$ cat src/design/dip_pkg.sv
`timescale 1ns / 1ps
// Shared types and constants for the double_integer_power block.
// Used by dip_fpu, dip_dpath, dip_ctrl and the top level; depends on nothing.
package dip_pkg;

    localparam int IN_W  = 96;
    localparam int OUT_W = 64;

    localparam logic [63:0] C_ONE  = 64'h3FF0_0000_0000_0000;
    localparam logic [63:0] C_PINF = 64'h7FF0_0000_0000_0000;
    localparam logic [63:0] C_QNAN = 64'hFFF8_0000_0000_0000;
    localparam logic [10:0] EXP_MAX = 11'h7FF;

    // operation of the shared arithmetic unit
    typedef enum logic {
        OP_MUL,
        OP_RECIP
    } t_fop;

    // operand selection for the arithmetic unit
    typedef enum logic [1:0] {
        F_MUL_ACC,
        F_MUL_SQ,
        F_RECIP
    } t_fsel;

    typedef struct packed {
        logic  set_special;
        logic  start;
        t_fsel fsel;
        logic  wr_acc;
        logic  wr_x;
        logic  x_inf;
        logic  shift_mag;
        logic  emit;
    } t_cmd;

    typedef struct packed {
        logic special;
        logic neg;
        logic base_zero;
        logic mag_lsb;
        logic mag_last;
        logic fpu_done;
        logic out_free;
    } t_sts;

endpackage

$ cat src/design/double_integer_power.sv
`timescale 1ns / 1ps
// One item at a time: a new item is not taken until the previous result moves to the
// output register. An item is classified, then for a negative exponent the base is
// replaced by its reciprocal, then square-and-multiply runs over the exponent bits on
// the shared binary64 unit, which normalises subnormals in a loop; special bases skip it.
// A finished result waits in the output register until it is taken.
// Synchronous active-low reset clears the control state; payload registers are not reset.
module double_integer_power (
    input  logic                     i_clk,
    input  logic                     i_rst_n,
    input  logic                     i_s_axis_tvalid,
    output logic                     o_s_axis_tready,
    input  logic [dip_pkg::IN_W-1:0] i_s_axis_tdata,  // [63:0] base_bits, [95:64] exponent
    output logic                      o_m_axis_tvalid,
    input  logic                      i_m_axis_tready,
    output logic [dip_pkg::OUT_W-1:0] o_m_axis_tdata  // [63:0] result_bits
);

    logic          w_accept;
    logic          w_ready;
    dip_pkg::t_cmd w_cmd;
    dip_pkg::t_sts w_sts;

    assign w_accept        = i_s_axis_tvalid && w_ready;
    assign o_s_axis_tready = w_ready;

    dip_ctrl u_ctrl (
        .i_clk    (i_clk),
        .i_rst_n  (i_rst_n),
        .i_accept (w_accept),
        .i_sts    (w_sts),
        .o_cmd    (w_cmd),
        .o_ready  (w_ready)
    );

    dip_dpath u_dpath (
        .i_clk         (i_clk),
        .i_rst_n       (i_rst_n),
        .i_load        (w_accept),
        .i_base_bits   (i_s_axis_tdata[63:0]),
        .i_exponent    (i_s_axis_tdata[95:64]),
        .i_cmd         (w_cmd),
        .o_sts         (w_sts),
        .i_out_ready   (i_m_axis_tready),
        .o_out_valid   (o_m_axis_tvalid),
        .o_result_bits (o_m_axis_tdata)
    );

    a_one_in_flight: assert property (@(posedge i_clk) disable iff (!i_rst_n)
        w_accept |=> !o_s_axis_tready)
        else $error("second item taken while one in flight");

endmodule

$ cat src/design/dip_fpu.sv
`timescale 1ns / 1ps
// Multi-cycle binary64 unit: round-to-nearest-even multiply and reciprocal.
// Depends on dip_pkg.
module dip_fpu (
    input  logic          i_clk,
    input  logic          i_rst_n,
    input  logic          i_start,
    input  dip_pkg::t_fop i_op,
    input  logic [63:0]   i_a,
    input  logic [63:0]   i_b,
    output logic          o_done,
    output logic [63:0]   o_res
);

    typedef enum logic [2:0] {
        S_IDLE,
        S_PP,
        S_DIVN,
        S_DIV,
        S_NORM,
        S_ROUND,
        S_DONE
    } t_state;

    t_state             r_state;
    logic [105:0]       r_p;
    logic signed [12:0] r_e;
    logic               r_sign;
    logic [52:0]        r_ma;
    logic [52:0]        r_mb;
    logic [5:0]         r_cnt;
    logic [53:0]        r_pp;
    logic [53:0]        r_rem;
    logic [55:0]        r_q;
    logic [63:0]        r_res;

    logic [10:0] w_eaf, w_ebf;
    logic        w_a_nan, w_b_nan, w_a_inf, w_b_inf, w_a_zero, w_b_zero;
    logic [26:0] w_opa, w_opb;
    logic [53:0] w_prod;
    logic [6:0]  w_sh;
    logic        w_ge;
    logic [53:0] w_diff, n_rem;
    logic [55:0] n_q;
    logic [10:0] w_efield;
    logic        w_rnd;
    logic [62:0] w_sum;

    assign w_eaf    = i_a[62:52];
    assign w_ebf    = i_b[62:52];
    assign w_a_nan  = (w_eaf == dip_pkg::EXP_MAX) && (i_a[51:0] != '0);
    assign w_b_nan  = (w_ebf == dip_pkg::EXP_MAX) && (i_b[51:0] != '0);
    assign w_a_inf  = (w_eaf == dip_pkg::EXP_MAX) && (i_a[51:0] == '0);
    assign w_b_inf  = (w_ebf == dip_pkg::EXP_MAX) && (i_b[51:0] == '0);
    assign w_a_zero = (i_a[62:0] == '0);
    assign w_b_zero = (i_b[62:0] == '0);

    // partial products, high/low halves in the order hh, hl, lh, ll
    assign w_opa  = r_cnt[1] ? {1'b0, r_ma[25:0]} : r_ma[52:26];
    assign w_opb  = r_cnt[0] ? {1'b0, r_mb[25:0]} : r_mb[52:26];
    assign w_prod = w_opa * w_opb;

    always_comb begin
        case (r_cnt[2:0])
            3'd1:    w_sh = 7'd52;
            3'd2:    w_sh = 7'd26;
            3'd3:    w_sh = 7'd26;
            default: w_sh = 7'd0;
        endcase
    end

    assign w_diff = r_rem - {1'b0, r_mb};
    assign w_ge   = (r_rem >= {1'b0, r_mb});
    assign n_rem  = w_ge ? {w_diff[52:0], 1'b0} : {r_rem[52:0], 1'b0};
    assign n_q    = {r_q[54:0], w_ge};

    assign w_efield = r_p[105] ? r_e[10:0] : 11'd0;
    assign w_rnd    = r_p[52] & ((|r_p[51:0]) | r_p[53]);
    assign w_sum    = {w_efield, r_p[104:53]} + 63'(w_rnd);

    always_ff @(posedge i_clk) begin
        if (!i_rst_n) begin
            r_state <= S_IDLE;
        end else begin
            case (r_state)
                S_IDLE: begin
                    if (i_start) begin
                        r_cnt <= '0;
                        r_p   <= '0;
                        if (i_op == dip_pkg::OP_RECIP) begin
                            r_sign  <= i_a[63];
                            r_mb    <= {w_eaf != 11'd0, i_a[51:0]};
                            r_e     <= (w_eaf == 11'd0) ? 13'sd1 : $signed({2'b00, w_eaf});
                            r_state <= S_DIVN;
                        end else begin
                            r_sign <= i_a[63] ^ i_b[63];
                            r_ma   <= {w_eaf != 11'd0, i_a[51:0]};
                            r_mb   <= {w_ebf != 11'd0, i_b[51:0]};
                            r_e    <= $signed({2'b00, (w_eaf == 11'd0) ? 11'd1 : w_eaf})
                                    + $signed({2'b00, (w_ebf == 11'd0) ? 11'd1 : w_ebf})
                                    - 13'sd1022;
                            if (w_a_nan) begin
                                r_res   <= i_a | 64'h0008_0000_0000_0000;
                                r_state <= S_DONE;
                            end else if (w_b_nan) begin
                                r_res   <= i_b | 64'h0008_0000_0000_0000;
                                r_state <= S_DONE;
                            end else if ((w_a_inf && w_b_zero) || (w_b_inf && w_a_zero)) begin
                                r_res   <= dip_pkg::C_QNAN;
                                r_state <= S_DONE;
                            end else if (w_a_inf || w_b_inf) begin
                                r_res   <= {i_a[63] ^ i_b[63], dip_pkg::C_PINF[62:0]};
                                r_state <= S_DONE;
                            end else begin
                                r_state <= S_PP;
                            end
                        end
                    end
                end
                S_PP: begin
                    if (r_cnt < 6'd4) begin
                        r_pp <= w_prod;
                    end
                    if (r_cnt != 6'd0) begin
                        r_p <= r_p + (106'(r_pp) << w_sh);
                    end
                    if (r_cnt == 6'd4) begin
                        r_state <= S_NORM;
                    end else begin
                        r_cnt <= r_cnt + 6'd1;
                    end
                end
                S_DIVN: begin
                    // bring a subnormal divisor up to a leading one
                    if (r_mb[52]) begin
                        r_e     <= 13'sd2046 - r_e;
                        r_rem   <= {2'b01, 52'd0};
                        r_cnt   <= '0;
                        r_state <= S_DIV;
                    end else begin
                        r_mb <= {r_mb[51:0], 1'b0};
                        r_e  <= r_e - 13'sd1;
                    end
                end
                S_DIV: begin
                    r_rem <= n_rem;
                    r_q   <= n_q;
                    r_cnt <= r_cnt + 6'd1;
                    if (r_cnt == 6'd55) begin
                        r_p     <= {n_q, 49'd0, |n_rem};
                        r_state <= S_NORM;
                    end
                end
                S_NORM: begin
                    if (r_p == '0 || r_e < -13'sd53) begin
                        r_res   <= {r_sign, 63'd0};
                        r_state <= S_DONE;
                    end else if (r_e < 13'sd1) begin
                        // shift right, jamming lost bits into the sticky position
                        r_p <= {1'b0, r_p[105:2], r_p[1] | r_p[0]};
                        r_e <= r_e + 13'sd1;
                    end else if (!r_p[105] && r_e > 13'sd1) begin
                        r_p <= {r_p[104:0], 1'b0};
                        r_e <= r_e - 13'sd1;
                    end else begin
                        r_state <= S_ROUND;
                    end
                end
                S_ROUND: begin
                    if (r_e >= 13'sd2047) begin
                        r_res <= {r_sign, dip_pkg::C_PINF[62:0]};
                    end else begin
                        r_res <= {r_sign, w_sum};
                    end
                    r_state <= S_DONE;
                end
                S_DONE: begin
                    r_state <= S_IDLE;
                end
                default: begin
                    r_state <= S_IDLE;
                end
            endcase
        end
    end

    assign o_done = (r_state == S_DONE);
    assign o_res  = r_res;

    a_start_idle: assert property (@(posedge i_clk) disable iff (!i_rst_n)
        i_start |-> (r_state == S_IDLE))
        else $error("start while unit busy");

    a_round_norm: assert property (@(posedge i_clk) disable iff (!i_rst_n)
        (r_state == S_ROUND) |-> (r_p[105] || r_e == 13'sd1))
        else $error("rounding an unnormalised product");

    a_done_pulse: assert property (@(posedge i_clk) disable iff (!i_rst_n)
        o_done |=> !o_done)
        else $error("done held longer than one cycle");

endmodule

$ cat src/design/dip_dpath.sv
`timescale 1ns / 1ps
// Datapath: base, exponent magnitude, running power and accumulator registers,
// special-case values and the output register. Depends on dip_pkg, dip_fpu.
module dip_dpath (
    input  logic          i_clk,
    input  logic          i_rst_n,
    input  logic          i_load,
    input  logic [63:0]   i_base_bits,
    input  logic [31:0]   i_exponent,
    input  dip_pkg::t_cmd i_cmd,
    output dip_pkg::t_sts o_sts,
    input  logic          i_out_ready,
    output logic          o_out_valid,
    output logic [63:0]   o_result_bits
);

    logic [63:0] r_base;
    logic [31:0] r_exp;
    logic [31:0] r_mag;
    logic [63:0] r_x;
    logic [63:0] r_acc;
    logic [63:0] r_out;
    logic        r_ovalid;

    logic          w_nan, w_inf;
    logic [63:0]   w_special;
    dip_pkg::t_fop w_op;
    logic [63:0]   w_fa, w_fb;
    logic          w_fdone;
    logic [63:0]   w_fres;

    assign w_nan = (r_base[62:52] == dip_pkg::EXP_MAX) && (r_base[51:0] != '0);
    assign w_inf = (r_base[62:52] == dip_pkg::EXP_MAX) && (r_base[51:0] == '0);

    always_comb begin
        if (w_nan) begin
            w_special = r_base;
        end else if (r_exp == '0) begin
            w_special = dip_pkg::C_ONE;
        end else if (r_exp[31]) begin
            w_special = '0;
        end else if (r_base[63] && r_exp[0]) begin
            w_special = {1'b1, dip_pkg::C_PINF[62:0]};
        end else begin
            w_special = dip_pkg::C_PINF;
        end
    end

    always_comb begin
        case (i_cmd.fsel)
            dip_pkg::F_MUL_ACC: begin
                w_op = dip_pkg::OP_MUL;
                w_fa = r_acc;
                w_fb = r_x;
            end
            dip_pkg::F_MUL_SQ: begin
                w_op = dip_pkg::OP_MUL;
                w_fa = r_x;
                w_fb = r_x;
            end
            default: begin
                w_op = dip_pkg::OP_RECIP;
                w_fa = r_x;
                w_fb = r_x;
            end
        endcase
    end

    dip_fpu u_fpu (
        .i_clk   (i_clk),
        .i_rst_n (i_rst_n),
        .i_start (i_cmd.start),
        .i_op    (w_op),
        .i_a     (w_fa),
        .i_b     (w_fb),
        .o_done  (w_fdone),
        .o_res   (w_fres)
    );

    always_ff @(posedge i_clk) begin
        if (i_load) begin
            r_base <= i_base_bits;
            r_exp  <= i_exponent;
            r_mag  <= i_exponent[31] ? (32'd0 - i_exponent) : i_exponent;
            r_x    <= i_base_bits;
            r_acc  <= dip_pkg::C_ONE;
        end else begin
            if (i_cmd.set_special) begin
                r_acc <= w_special;
            end
            if (i_cmd.wr_acc) begin
                r_acc <= w_fres;
            end
            if (i_cmd.wr_x) begin
                r_x <= w_fres;
            end
            if (i_cmd.x_inf) begin
                // reciprocal of a signed zero
                r_x <= {r_base[63], dip_pkg::C_PINF[62:0]};
            end
            if (i_cmd.shift_mag) begin
                r_mag <= {1'b0, r_mag[31:1]};
            end
        end
        if (i_cmd.emit) begin
            r_out <= r_acc;
        end
    end

    always_ff @(posedge i_clk) begin
        if (!i_rst_n) begin
            r_ovalid <= 1'b0;
        end else if (i_cmd.emit) begin
            r_ovalid <= 1'b1;
        end else if (i_out_ready) begin
            r_ovalid <= 1'b0;
        end
    end

    assign o_sts.special   = w_nan || w_inf || (r_exp == '0);
    assign o_sts.neg       = r_exp[31];
    assign o_sts.base_zero = (r_base[62:0] == '0);
    assign o_sts.mag_lsb   = r_mag[0];
    assign o_sts.mag_last  = (r_mag[31:1] == '0);
    assign o_sts.fpu_done  = w_fdone;
    assign o_sts.out_free  = !r_ovalid || i_out_ready;

    assign o_out_valid   = r_ovalid;
    assign o_result_bits = r_out;

endmodule

$ cat src/design/dip_ctrl.sv
`timescale 1ns / 1ps
// Controller: sequences classification, reciprocal and square-and-multiply
// steps over the datapath. Depends on dip_pkg.
module dip_ctrl (
    input  logic          i_clk,
    input  logic          i_rst_n,
    input  logic          i_accept,
    input  dip_pkg::t_sts i_sts,
    output dip_pkg::t_cmd o_cmd,
    output logic          o_ready
);

    typedef enum logic [2:0] {
        C_IDLE,
        C_CLASS,
        C_RECIP,
        C_LOOP,
        C_MUL,
        C_STEP,
        C_SQ,
        C_DONE
    } t_state;

    t_state        r_state;
    dip_pkg::t_cmd r_cmd;
    logic          r_ready;

    always_ff @(posedge i_clk) begin
        if (!i_rst_n) begin
            r_state <= C_IDLE;
            r_cmd   <= '0;
            r_ready <= 1'b1;
        end else begin
            r_cmd.set_special <= 1'b0;
            r_cmd.start       <= 1'b0;
            r_cmd.wr_acc      <= 1'b0;
            r_cmd.wr_x        <= 1'b0;
            r_cmd.x_inf       <= 1'b0;
            r_cmd.shift_mag   <= 1'b0;
            r_cmd.emit        <= 1'b0;
            case (r_state)
                C_IDLE: begin
                    if (i_accept) begin
                        r_ready <= 1'b0;
                        r_state <= C_CLASS;
                    end
                end
                C_CLASS: begin
                    if (i_sts.special) begin
                        r_cmd.set_special <= 1'b1;
                        r_state           <= C_DONE;
                    end else if (i_sts.neg && i_sts.base_zero) begin
                        r_cmd.x_inf <= 1'b1;
                        r_state     <= C_LOOP;
                    end else if (i_sts.neg) begin
                        r_cmd.start <= 1'b1;
                        r_cmd.fsel  <= dip_pkg::F_RECIP;
                        r_state     <= C_RECIP;
                    end else begin
                        r_state <= C_LOOP;
                    end
                end
                C_RECIP: begin
                    if (i_sts.fpu_done) begin
                        r_cmd.wr_x <= 1'b1;
                        r_state    <= C_LOOP;
                    end
                end
                C_LOOP: begin
                    if (i_sts.mag_lsb) begin
                        r_cmd.start <= 1'b1;
                        r_cmd.fsel  <= dip_pkg::F_MUL_ACC;
                        r_state     <= C_MUL;
                    end else begin
                        r_state <= C_STEP;
                    end
                end
                C_MUL: begin
                    if (i_sts.fpu_done) begin
                        r_cmd.wr_acc <= 1'b1;
                        r_state      <= C_STEP;
                    end
                end
                C_STEP: begin
                    if (i_sts.mag_last) begin
                        r_state <= C_DONE;
                    end else begin
                        r_cmd.shift_mag <= 1'b1;
                        r_cmd.start     <= 1'b1;
                        r_cmd.fsel      <= dip_pkg::F_MUL_SQ;
                        r_state         <= C_SQ;
                    end
                end
                C_SQ: begin
                    if (i_sts.fpu_done) begin
                        r_cmd.wr_x <= 1'b1;
                        r_state    <= C_LOOP;
                    end
                end
                C_DONE: begin
                    // hold until the output register has room
                    if (i_sts.out_free) begin
                        r_cmd.emit <= 1'b1;
                        r_ready    <= 1'b1;
                        r_state    <= C_IDLE;
                    end
                end
                default: begin
                    r_ready <= 1'b1;
                    r_state <= C_IDLE;
                end
            endcase
        end
    end

    assign o_cmd   = r_cmd;
    assign o_ready = r_ready;

endmodule
$ cat config.mk
export PLATFORM = sky130hd
export DESIGN_NAME = double_integer_power
export DESIGN_NICKNAME = d
export VERILOG_FILES = /design/src/design/dip_pkg.sv /design/src/design/double_integer_power.sv /design/src/design/dip_fpu.sv /design/src/design/dip_dpath.sv /design/src/design/dip_ctrl.sv
export SDC_FILE = /design/constraint.sdc
export NUM_CORES = 2
export LEC_CHECK = 0
export BUFFER_PORTS_ARGS = -buffer_cell sky130_fd_sc_hd__buf_2
export CAP_MARGIN = 30
export CORE_MARGIN = 5
export CORE_UTILIZATION = 45
export DETAILED_ROUTE_END_ITERATION = 7
export GPL_ROUTABILITY_DRIVEN = 0
export PLACE_DENSITY = 0.63
export SLEW_MARGIN = 30
export SYNTH_ARGS = -nofsm -noshare
export SYNTH_HDL_FRONTEND = slang
export SYNTH_SLANG_ARGS = --single-unit
export TNS_END_PERCENT = 50
$ cat constraint.sdc
create_clock -name i_clk -period 53.1 [get_ports i_clk]
set_clock_uncertainty 0.1 [all_clocks]
set_input_delay 10.62 -clock i_clk [delete_from_list [all_inputs] [get_ports i_clk]]
set_output_delay 10.62 -clock i_clk [all_outputs]
set_load 0.01 [all_outputs]
==> run summary <==
CP Max Fanout: 5
clk buf depth: 3
Post-CTS Setup Inserts: 0
DRT iter0 DRCs: 6882
fin crit period: 13570 ps
Avg Inst Size Synth: 9.23 µm²
Required @ worst endpoint: 53430 ps
RSZ-0062 raised after global routing: false
initial antenna violation count: 15
# resized after CTS: 0
Initial Util: 45.2%
CTS clock-pin slew for the worst setup and hold paths: 60 ps
post-cts hold buffer count: 0
num rows: 146
first drt pass iteration count: 8
share of cells above drive strength 1: 7.92%
post-route ant nets: 0
number of synthesized flops with an enable pin: 714
CTS tree: built
Worst EP arrival: 13910 ps
CTS H-tree depth: 3
Hold Crit Class: reg2reg
Post-Syn Nets: 8857
Boundary Pins: 166
vias in the first global route: 58800
dpl ws: 38850 ps
slew margin rel.: 27.2%
distinct cell type count of the synthesized netlist: 83
status: finished, final reports clean
Post-synth top flop: edfxtp_1
actual slew at the worst max-slew pin: 1080 ps
Synth warnings: 0
largest net degree at the start of global routing: 101
CP startpoint kind: primary input
detailed placement HPWL: 186000 µm
Tcrit/Tclk final: 25.6%
Yosys reg bits: 795
Gate Count Post-Synth: 7745
Die Y: 409 µm
Post-Syn Area: 0.0715 mm²
max-slew violations: 0
Die Wd: 409 µm
worst-skew pair later-pin latency: 710 ps
FMAX: 73.7 MHz
drt wl/cell: 24.7 µm
first-pass GRT wire length: 367000 µm
Die ar.: 0.167 mm²
# setup viols final: 0
setup_tns: 0 ps
synthesis-to-layout area growth: 8.46%
Sinks on Clock Net: 795
max cap viols: 0
Final WS setup: 39530 ps
sequential-to-total area share from yosys stat: 32.3%
Worst Setup Path Type: in2reg
Fin Hold WS: 345 ps
GRT Overall Usage: 28.5%
# DRC: 0
WL final: 243000 µm
core area: 0.158 mm²
Root Driver: clkbuf_16
Post-synth ARST share: 0%
IO buf count: 165
critical path endpoint category: register
Layout Nets: 8790
remaining global-route overflow: 0
cts bufs inserted: 88
Hold Vio Cnt, Final: 0
vias per cell: 6.09
Via Count: 59900
[worst max-delay path, stage by stage]
cell and delay, ps:
buf_2 120, or3_1 400, nor3_1 230, nand3_1 160, or4_1 490, or3_1 410
or3_1 380, or3_1 410, o41ai_1 420, xor2_1 190, o21ai_1 70
[area by class of cell]
| class | count | area (µm²) |
|---|---|---|
| clock inverters | 61 | 677 |
| clock buffers | 103 | 2310 |
| repair buffers | 302 | 1870 |
| flip-flops and latches | 795 | 23100 |
| diodes | 6 | 15.0 |
| multi-input cells | 5637 | 43800 |
| inverters | 854 | 3210 |
| fillers | 14700 | 80700 |
| well taps | 2072 | 2590 |
[kinds of logic (layout without fill, tap and decap cells)]
logic type / Yosys count / count (layout) / synth area share [%]
other: 0 / 6 / 0
AOI/OAI and AO/OA: 1565 / 1565 / 13.6
DFF: 795 / 795 / 32.3
and+or+nand+nor: 2557 / 2557 / 16.2
xor gates and xnor gates: 305 / 305 / 3.74
buffers and inverters: 1313 / 1320 / 6.92
muxes: 198 / 198 / 2.92
adders and majority gates: 1012 / 1012 / 24.3
[placed cells by master (no fill, tap or decap), types with 87 or more instances in the layout]
master and count:
nand2_1 1138, inv_1 849, edfxtp_1 714, fa_1 627, nor2_1 624, a21oi_1 510, ha_1 385, o21ai_0 254
buf_2 165, xnor2_1 156, xor2_1 149, buf_4 134, a21o_1 130, nor4_1 109, nor2b_1 108, mux2i_1 106
o22ai_1 106, nand4_1 102, clkbuf_16 90, nand3_1 87
[sequential cells by signal, indices dropped and copies added (netlist names)]
signal                 flops
u_dpath.u_fpu.r_p        106
u_dpath.o_result_bits     64
u_dpath.r_acc             64
u_dpath.r_base            64
u_dpath.r_x               64
u_dpath.u_fpu.o_res       64
u_dpath.u_fpu.r_q         55
u_dpath.u_fpu.r_pp        54
u_dpath.u_fpu.r_ma        53
u_dpath.u_fpu.r_mb        53
u_dpath.u_fpu.r_rem       53
u_dpath.r_exp             32
u_dpath.r_mag             32
u_dpath.u_fpu.r_e         13
u_ctrl.o_cmd               9
u_dpath.u_fpu.r_cnt        6
u_ctrl.r_state             3
u_dpath.u_fpu.r_state      3
u_ctrl.o_ready             1
u_dpath.o_out_valid        1
u_dpath.u_fpu.r_sign       1
[path summary, 6_finish.rpt]
| path | from | end | slack [ps] | depth (start not counted) |
|---|---|---|---|---|
| min | u_dpath.u_fpu.r_q[24] | u_dpath.u_fpu.r_q[25] | 340 | 0 |
| max | i_s_axis_tdata[67] | u_dpath.r_mag[29] | 39530 | 11 |
| max reg2reg | u_dpath.u_fpu.r_cnt[1] | u_dpath.u_fpu.r_pp[53] | 43410 | 28 |
| min reg2reg | u_dpath.u_fpu.r_q[24] | u_dpath.u_fpu.r_q[25] | 340 | 0 |
[cell usage after synthesis, types with 16 or more instances]
cell type | instances | share of area (%)
and3_1 | 60 | 0.53
a21boi_0 | 18 | 0.19
o21ai_0 | 259 | 1.8
or3_1 | 21 | 0.18
buf_1 | 20 | 0.11
o21a_1 | 39 | 0.41
clkbuf_1 | 429 | 2.3
mux2_2 | 82 | 1.3
a31oi_1 | 82 | 0.72
nand2b_1 | 44 | 0.39
a21o_1 | 131 | 1.4
a221oi_1 | 61 | 0.75
xor2_1 | 149 | 1.8
or4_1 | 20 | 0.21
nand4_1 | 102 | 0.89
nor3b_1 | 57 | 0.60
nand2_1 | 1143 | 6.0
a22oi_1 | 16 | 0.17
and4_1 | 16 | 0.20
nand3_1 | 87 | 0.61
o21bai_1 | 52 | 0.55
nor2b_1 | 112 | 0.98
a21oi_1 | 511 | 3.6
fa_1 | 627 | 18
nor2_1 | 629 | 3.3
and2_1 | 29 | 0.25
nor3_1 | 49 | 0.34
ha_1 | 385 | 6.7
o21ai_1 | 59 | 0.41
dfxtp_1 | 81 | 2.3
edfxtp_1 | 714 | 30
nor4_1 | 115 | 1.0
a211oi_1 | 28 | 0.29
inv_1 | 849 | 4.5
mux2i_1 | 116 | 1.6
o22ai_1 | 106 | 0.93
nand3b_1 | 57 | 0.60
xnor2_1 | 156 | 1.9
o31ai_1 | 78 | 0.82
[stage by stage]
step / util (%) / instances / instance area [µm²]
floorplan: - / 7745 / 71500
global placement: 47.1 / 9660 / 74500
detailed placement: 47.1 / 9660 / 74500
CTS: 49.0 / 9824 / 77500
global route: 49.0 / 9826 / 77500
finish: 49.0 / 9830 / 77500
[per-layer routing]
metal	part of all wire (%)	vias to the layer above	wire [µm]	GRT usage [%]
met4	5.3	12	12900	12.5
met5	0.034	-	83	0.144
met3	11	648	26100	7.52
li1	-	26400	-	-
met1	39	29600	95600	37.5
met2	45	3229	109000	44.5
Power is left out: the tool's default activity adds up to more than one toggle a clock period on the data nets, which glitch-free logic cannot reach.
